===== src/rtl/adsr_env_pkg.sv =====
// Package for the exponential ADSR envelope generator.
// Holds the fixed-point widths, level constants, stage, operation and register codes.
// No dependencies.
package adsr_env_pkg;

  localparam int FRAC_BITS = 23;                      // level fraction bits (Q1.23)
  localparam int LEVEL_W   = 24;                      // level field width
  localparam int COEFF_W   = 24;                      // coefficient width (Q0.24)
  localparam int TARGET_W  = LEVEL_W + 1;             // ONE + overshoot needs one extra bit
  localparam int PROD_W    = TARGET_W + COEFF_W;      // shared multiplier result width
  localparam int CFG_IDX_W = 3;                       // register index width

  localparam logic [LEVEL_W-1:0] ONE = LEVEL_W'(1) << FRAC_BITS;

  // fixed-point image of 1e-4, rounded up so "level < FLOOR" matches the real compare
  localparam int FLOOR_INT = ((1 << FRAC_BITS) + 9999) / 10000;
  localparam logic [LEVEL_W-1:0] FLOOR = LEVEL_W'(FLOOR_INT);

  // register reset values
  localparam logic [COEFF_W-1:0] ATTACK_COEFF_RST  = COEFF_W'(16000000);
  localparam logic [COEFF_W-1:0] DECAY_COEFF_RST   = COEFF_W'(16000000);
  localparam logic [COEFF_W-1:0] RELEASE_COEFF_RST = COEFF_W'(16000000);
  localparam logic [LEVEL_W-1:0] SUSTAIN_RST       = LEVEL_W'(8388608);
  localparam logic [LEVEL_W-1:0] OVERSHOOT_RST     = LEVEL_W'(2097152);

  typedef enum logic [2:0] {
    ST_IDLE    = 3'd0,
    ST_ATTACK  = 3'd1,
    ST_DECAY   = 3'd2,
    ST_SUSTAIN = 3'd3,
    ST_RELEASE = 3'd4
  } stage_t;

  typedef enum logic [1:0] {
    OP_TICK          = 2'd0,
    OP_NOTE_ON       = 2'd1,
    OP_NOTE_ON_LEVEL = 2'd2,
    OP_NOTE_OFF      = 2'd3
  } op_t;

  typedef enum logic [CFG_IDX_W-1:0] {
    REG_ATTACK_COEFF     = 3'd0,
    REG_DECAY_COEFF      = 3'd1,
    REG_RELEASE_COEFF    = 3'd2,
    REG_SUSTAIN_LEVEL    = 3'd3,
    REG_ATTACK_OVERSHOOT = 3'd4
  } cfg_reg_t;

endpackage


===== src/rtl/adsr_exponential_envelope.sv =====
// Exponential ADSR envelope generator, top level.
// Latency: the result of an item is valid the cycle after the item is accepted.
// Throughput: one item per cycle while no result is held back by result_stall; the level
//   feedback loop (one shared 25x24 multiply plus subtract and compare) is combinational.
// Reset (rst, synchronous, active high): stage idle, level zero, no result pending,
//   configuration registers back to their default values.
// Depends on adsr_env_pkg.
module adsr_exponential_envelope (
  input  logic                                clk,
  input  logic                                rst,
  // configuration write port
  input  logic                                cfg_write,
  input  logic [adsr_env_pkg::CFG_IDX_W-1:0]  cfg_index,
  input  logic [adsr_env_pkg::COEFF_W-1:0]    cfg_data,
  // input items
  input  logic                                item_valid,
  output logic                                item_stall,
  input  logic [1:0]                          operation,
  input  logic [adsr_env_pkg::LEVEL_W-1:0]    start_level,
  // result items
  output logic                                result_valid,
  input  logic                                result_stall,
  output logic [adsr_env_pkg::LEVEL_W-1:0]    envelope_level,
  output logic [2:0]                          stage
);

  // ---------------------------------------------------------------------------
  // Configuration registers
  // ---------------------------------------------------------------------------
  logic [adsr_env_pkg::COEFF_W-1:0] attack_coeff;
  logic [adsr_env_pkg::COEFF_W-1:0] decay_coeff;
  logic [adsr_env_pkg::COEFF_W-1:0] release_coeff;
  logic [adsr_env_pkg::LEVEL_W-1:0] sustain_level;
  logic [adsr_env_pkg::LEVEL_W-1:0] attack_overshoot;

  always_ff @(posedge clk) begin
    if (rst) begin
      attack_coeff     <= adsr_env_pkg::ATTACK_COEFF_RST;
      decay_coeff      <= adsr_env_pkg::DECAY_COEFF_RST;
      release_coeff    <= adsr_env_pkg::RELEASE_COEFF_RST;
      sustain_level    <= adsr_env_pkg::SUSTAIN_RST;
      attack_overshoot <= adsr_env_pkg::OVERSHOOT_RST;
    end else if (cfg_write) begin
      unique case (adsr_env_pkg::cfg_reg_t'(cfg_index))
        adsr_env_pkg::REG_ATTACK_COEFF:     attack_coeff     <= cfg_data;
        adsr_env_pkg::REG_DECAY_COEFF:      decay_coeff      <= cfg_data;
        adsr_env_pkg::REG_RELEASE_COEFF:    release_coeff    <= cfg_data;
        adsr_env_pkg::REG_SUSTAIN_LEVEL:    sustain_level    <= cfg_data;
        adsr_env_pkg::REG_ATTACK_OVERSHOOT: attack_overshoot <= cfg_data;
        default: ;  // indexes past the list are dropped
      endcase
    end
  end

  // ---------------------------------------------------------------------------
  // Handshake. The envelope state registers double as the result register:
  // an item is taken whenever the held result is gone or leaving this cycle.
  // ---------------------------------------------------------------------------
  logic accept;

  assign item_stall = result_valid && result_stall;
  assign accept     = item_valid && !item_stall;

  always_ff @(posedge clk) begin
    if (rst) begin
      result_valid <= 1'b0;
    end else if (accept) begin
      result_valid <= 1'b1;
    end else if (!result_stall) begin
      result_valid <= 1'b0;
    end
  end

  // ---------------------------------------------------------------------------
  // Envelope state
  // ---------------------------------------------------------------------------
  adsr_env_pkg::stage_t             current_stage;
  adsr_env_pkg::stage_t             current_stage_next;
  logic [adsr_env_pkg::LEVEL_W-1:0] current_level;
  logic [adsr_env_pkg::LEVEL_W-1:0] current_level_next;

  adsr_env_pkg::op_t op;
  assign op = adsr_env_pkg::op_t'(operation);

  // Saturated sustain level and start level
  logic [adsr_env_pkg::LEVEL_W-1:0] sus_sat;
  logic [adsr_env_pkg::LEVEL_W-1:0] start_sat;

  assign sus_sat   = (sustain_level > adsr_env_pkg::ONE) ? adsr_env_pkg::ONE : sustain_level;
  assign start_sat = (start_level > adsr_env_pkg::ONE) ? adsr_env_pkg::ONE : start_level;

  // Attack target and distance to it. Level never exceeds ONE, so diff >= 0.
  logic [adsr_env_pkg::TARGET_W-1:0] target;
  logic [adsr_env_pkg::TARGET_W-1:0] diff;

  assign target = adsr_env_pkg::TARGET_W'(adsr_env_pkg::ONE)
                + adsr_env_pkg::TARGET_W'(attack_overshoot);
  assign diff   = target - adsr_env_pkg::TARGET_W'(current_level);

  // One multiplier shared by attack, decay and release; operands picked by stage.
  logic [adsr_env_pkg::TARGET_W-1:0] mul_a;
  logic [adsr_env_pkg::COEFF_W-1:0]  mul_c;
  logic [adsr_env_pkg::PROD_W-1:0]   prod;
  logic [adsr_env_pkg::TARGET_W-1:0] scaled;

  always_comb begin
    mul_a = adsr_env_pkg::TARGET_W'(current_level);
    mul_c = decay_coeff;
    case (current_stage)
      adsr_env_pkg::ST_ATTACK: begin
        mul_a = diff;
        mul_c = attack_coeff;
      end
      adsr_env_pkg::ST_RELEASE: begin
        mul_c = release_coeff;
      end
      default: ;
    endcase
  end

  assign prod   = adsr_env_pkg::PROD_W'(mul_a) * adsr_env_pkg::PROD_W'(mul_c);
  assign scaled = prod[adsr_env_pkg::PROD_W-1:adsr_env_pkg::COEFF_W];  // truncate

  // Per-stage candidate levels and end-of-stage checks
  logic [adsr_env_pkg::TARGET_W-1:0] attack_level;
  logic [adsr_env_pkg::LEVEL_W-1:0]  decayed_level;
  logic                              attack_done;
  logic                              decay_done;
  logic                              release_done;

  assign attack_level  = target - scaled;
  assign decayed_level = scaled[adsr_env_pkg::LEVEL_W-1:0];  // (level*coeff) >> 24 < 2^24
  assign attack_done   = attack_level >= adsr_env_pkg::TARGET_W'(adsr_env_pkg::ONE);
  assign decay_done    = (decayed_level <= sus_sat) || (decayed_level < adsr_env_pkg::FLOOR);
  assign release_done  = decayed_level < adsr_env_pkg::FLOOR;

  // Next stage
  always_comb begin
    current_stage_next = current_stage;
    case (op)
      adsr_env_pkg::OP_TICK: begin
        unique case (current_stage)
          adsr_env_pkg::ST_ATTACK:
            if (attack_done) current_stage_next = adsr_env_pkg::ST_DECAY;
          adsr_env_pkg::ST_DECAY:
            if (decay_done) current_stage_next = adsr_env_pkg::ST_SUSTAIN;
          adsr_env_pkg::ST_SUSTAIN:
            current_stage_next = adsr_env_pkg::ST_SUSTAIN;
          adsr_env_pkg::ST_RELEASE:
            if (release_done) current_stage_next = adsr_env_pkg::ST_IDLE;
          default:
            current_stage_next = adsr_env_pkg::ST_IDLE;
        endcase
      end
      adsr_env_pkg::OP_NOTE_ON,
      adsr_env_pkg::OP_NOTE_ON_LEVEL: begin
        current_stage_next = adsr_env_pkg::ST_ATTACK;
      end
      default: begin  // note off; ignored while idle
        if (current_stage != adsr_env_pkg::ST_IDLE) current_stage_next = adsr_env_pkg::ST_RELEASE;
      end
    endcase
  end

  // Next level
  always_comb begin
    current_level_next = current_level;
    case (op)
      adsr_env_pkg::OP_TICK: begin
        case (current_stage)
          adsr_env_pkg::ST_ATTACK:
            current_level_next = attack_done ? adsr_env_pkg::ONE
                                             : attack_level[adsr_env_pkg::LEVEL_W-1:0];
          adsr_env_pkg::ST_DECAY:
            current_level_next = decay_done ? sus_sat : decayed_level;
          adsr_env_pkg::ST_SUSTAIN:
            current_level_next = sus_sat;
          adsr_env_pkg::ST_RELEASE:
            current_level_next = release_done ? '0 : decayed_level;
          default: ;
        endcase
      end
      adsr_env_pkg::OP_NOTE_ON:       current_level_next = '0;
      adsr_env_pkg::OP_NOTE_ON_LEVEL: current_level_next = start_sat;
      default: ;
    endcase
  end

  always_ff @(posedge clk) begin
    if (rst) begin
      current_stage <= adsr_env_pkg::ST_IDLE;
      current_level <= '0;
    end else if (accept) begin
      current_stage <= current_stage_next;
      current_level <= current_level_next;
    end
  end

  assign envelope_level = current_level;
  assign stage          = current_stage;

endmodule


===== config.mk =====
export PLATFORM = sky130hd
export DESIGN_NAME = adsr_exponential_envelope
export DESIGN_NICKNAME = d
export VERILOG_FILES = /design/src/rtl/adsr_env_pkg.sv /design/src/rtl/adsr_exponential_envelope.sv
export SDC_FILE = /design/constraint.sdc
export NUM_CORES = 2
export LEC_CHECK = 0
export BUFFER_PORTS_ARGS = -buffer_cell sky130_fd_sc_hd__buf_2
export CAP_MARGIN = 20
export CORE_ASPECT_RATIO = 0.8
export CORE_MARGIN = 3
export CORE_UTILIZATION = 35
export DETAILED_ROUTE_END_ITERATION = 8
export HOLD_SLACK_MARGIN = 0.15
export PLACE_DENSITY_LB_ADDON = 0.25
export SETUP_SLACK_MARGIN = 0.3
export SYNTH_ARGS = -nofsm -noshare
export SYNTH_HDL_FRONTEND = slang
export SYNTH_SLANG_ARGS = --single-unit

===== constraint.sdc =====
create_clock -name clk -period 37.4 [get_ports clk]
set_input_delay 1.87 -clock clk [delete_from_list [all_inputs] [get_ports clk]]
set_output_delay 1.87 -clock clk [all_outputs]
set_load 0.02 [all_outputs]

==> metrics.yaml <==
timing:
  clock_skew_ps: 13.2
  hold_viol_final: 0
  slew_viol_final: 0
  rsz0062_at_grt: "false"
  max_freq_ghz: 0.0643
  min_period_ps: 15550
  max_slew_margin_pct: 17.1
  worst_slack_ps: 21850
  fin_setup_tns_ps: 0
  tightest_slew_ps: 1220
  setup_viol: 0
  min_period_over_period_pct: 41.6
die:
  die_area_sq_um: 86400
  die_h_um: 263
  io_pins: 87
  initial_core_util_pct: 35.7
  die_w_um: 328
  row_count: 93
  core-area_sq_um: 81300
power:
  power_density_nw_per_um2: 84.2
  p_leak_nw: 14.8
  ir_worst_vdd_v: 0.0000664
yosys:
  syn_area_sq_um: 29000
  synthSimpleGateAreaFrac_pct: 19.0
  synthTopCellsByArea: "fa_1 (35%), ha_1 (10%), dfxtp_1 (10%), nand2_1 (8.2%), inv_1 (8.1%)"
  synth_nets: 4429
  yosysSeqAreaShare_pct: 10.2
  synth_top_family_by_area: "adder cells"
  yosysUniqueCellTypes: 81
  syn-instance-count: 3627
  synthMuxAreaShare_pct: 0.177
  syn_area_per_cell_sq_um: 8.00
  synth_fa_ha_area_share_pct: 45.4
  synth_seq_cells: 148
  synth_top_area_share_pct: 34.9
  synthXorXnorAreaFrac_pct: 1.98
  synth_warnings: 0
  synth_compound_area_share_pct: 13.0
  synth_edf_count: 0
  synth_top_flop_cell: "dfxtp_1"
  yosys.area.top_type: "fa_1"
  postSynth.asyncResetShare_pct: 0
placed_design:
  place_hpwl_um: 88700
  dpl_cell_area_sq_um: 30800
  gp_congestion: 0.992
  port_buffers: 86
  dp_slack_ps: 22270
detailed_routing:
  postRouteAntennaNets: 0
  vias: 25600
  routed_via_density: 5.40
  drt-wirelength-per-cell_um: 23.3
  drt_wl_total_um: 111000
  drtIter0Drc: 2516
  firstDrtPassIters: 5
  drc: 0
cts:
  clock_sinks: 148
  cts_setup_buffers: 0
  cts.hold.buffers_added: 0
  cts_buffer_depth: 2
  cts_tree: "yes"
  clock_latency_ps: 460
  clk_pin_slew_ps: 70
  cts_buffers: 17
  ctsResizeCount: 0
  htree_num_levels: 4
  cts-root-buf: "clkbuf_16"
run:
  maxCapViolCount: 0
finish:
  final_cell_area_sq_um: 31500
  final_common_cell: "nand2_1"
  fin_nets: 4436
  area_growth_pct: 8.54
  multiInputGateArea_sq_um: 23200
  layout-drive-gt1-share_pct: 6.66
  final_cell_mix: "nand2_1 (633), inv_1 (623), fa_1 (505)"
  seqCellArea_sq_um: 2960
  num-fill-cells: 8444
worst_setup_path:
  crit_top_cell: "fa_1"
  r2r_slack_ps: 21850
  worstPathRequired_ps: 37770
  cp-end-kind: "flop"
  cpLargestDelayFamily: "compound AO/OA/AOI/OAI gates"
  path_max_fanout: 9
  critPathKind: "flop to flop"
  worst-path-buf-inv: 4
  arrival_ps: 15920
  slowest_stage: "xnor2_1"
  cp_slowest_stage_delay_ps: 890
  startpoint_type: "flop"
global_route:
  grt_pass1_wl_um: 166000
  grt_pass1_vias: 25300
  grt_max_degree: 93
  antenna_found_initial: 7
  overflow: 0
  grt_usage_pct: 25.7
run_status:
  run_status: "finished, final reports clean"
worst_hold_path:
  hold_path_class: "flop to flop"
per-stage QoR:
stage                     total power [mW]  hold WS, ps  std cells  util [%]
after floorplan                       1.64          432       3627         -
after global placement                2.40          442       4706      37.9
after detailed placement              2.38          448       4707      37.9
after CTS                             2.59          457       4739      38.7
after global routing                  2.88          472       4739      38.7
final                                 2.65          457       4740      38.7
metal layers:
metal  track usage [%]  share of wire (%)
met3              9.98                 13
met4              5.09                1.9
met1              37.1                 45
met2              36.2                 41
met5                 0              0.012
tightest hold or removal path, cell delays in order, from the launching register on:
cell and delay [ps]:
dfxtp_1 310, nand2_1 50, a21oi_1 50
sequential cells by signal, summed over array words and instances (netlist names):
signal,count
decay_coeff,24
attack_coeff,24
sustain_level,24
attack_overshoot,24
envelope_level,24
stage,3
result_valid,1
release_coeff,24
cell families (layout without fill, tap and decap cells):
kind of cell / Yosys count / count (layout)
other: 0 / 1
adders and majority gates: 750 / 750
xor gates and xnor gates: 64 / 64
AOI/OAI and AO/OA: 581 / 581
muxes: 5 / 5
DFF: 148 / 148
and+or+nand+nor: 1284 / 1284
buffers and inverters: 795 / 815
final timing paths:
| kind | start | to | cells after the start |
|---|---|---|---|
| setup / recovery | envelope_level[0] | envelope_level[8] | 50 |
| hold / removal | release_coeff[16] | release_coeff[16] | 2 |
| setup reg to reg | envelope_level[0] | envelope_level[8] | 50 |
| hold reg to reg | release_coeff[16] | release_coeff[16] | 2 |
layout make-up:
type / count / share of cell area [%]
Timing Repair Buffer: 159 / 3.14
Tap cell: 1092 / 4.34
Clock buffer: 18 / 1.40
Inverter: 624 / 7.44
Sequential cell: 148 / 9.41
Clock inverter: 14 / 0.600
Multi-Input combinational cell: 2684 / 73.7
Antenna cell: 1 / 0.00795
report_power, final:
part | internal, mW | switching (mW)
sequential | 0.166 | 0.0124
combinational | 0.792 | 1.49
clock | 0.104 | 0.0876
synthesized netlist by cell type, drive strengths merged (8+ instances only):
| cell | instances |
|---|---|
| o211ai | 8 |
| xor2 | 24 |
| nor2b | 19 |
| a221oi | 20 |
| o21ai | 80 |
| a211oi | 13 |
| nand2b | 16 |
| dfxtp | 148 |
| inv | 624 |
| a21o | 52 |
| a31oi | 14 |
| and2 | 53 |
| nor2 | 401 |
| or2 | 11 |
| nand2 | 633 |
| nand3 | 19 |
| fa | 505 |
| nand3b | 24 |
| a221o | 36 |
| a21boi | 9 |
| o21a | 22 |
| clkbuf | 165 |
| nand4 | 17 |
| xnor2 | 39 |
| nor4 | 13 |
| ha | 239 |
| and3 | 24 |
| nor3 | 29 |
| o21bai | 9 |
| a21oi | 238 |
No activity file was read; power rests on OpenSTA's default activity.
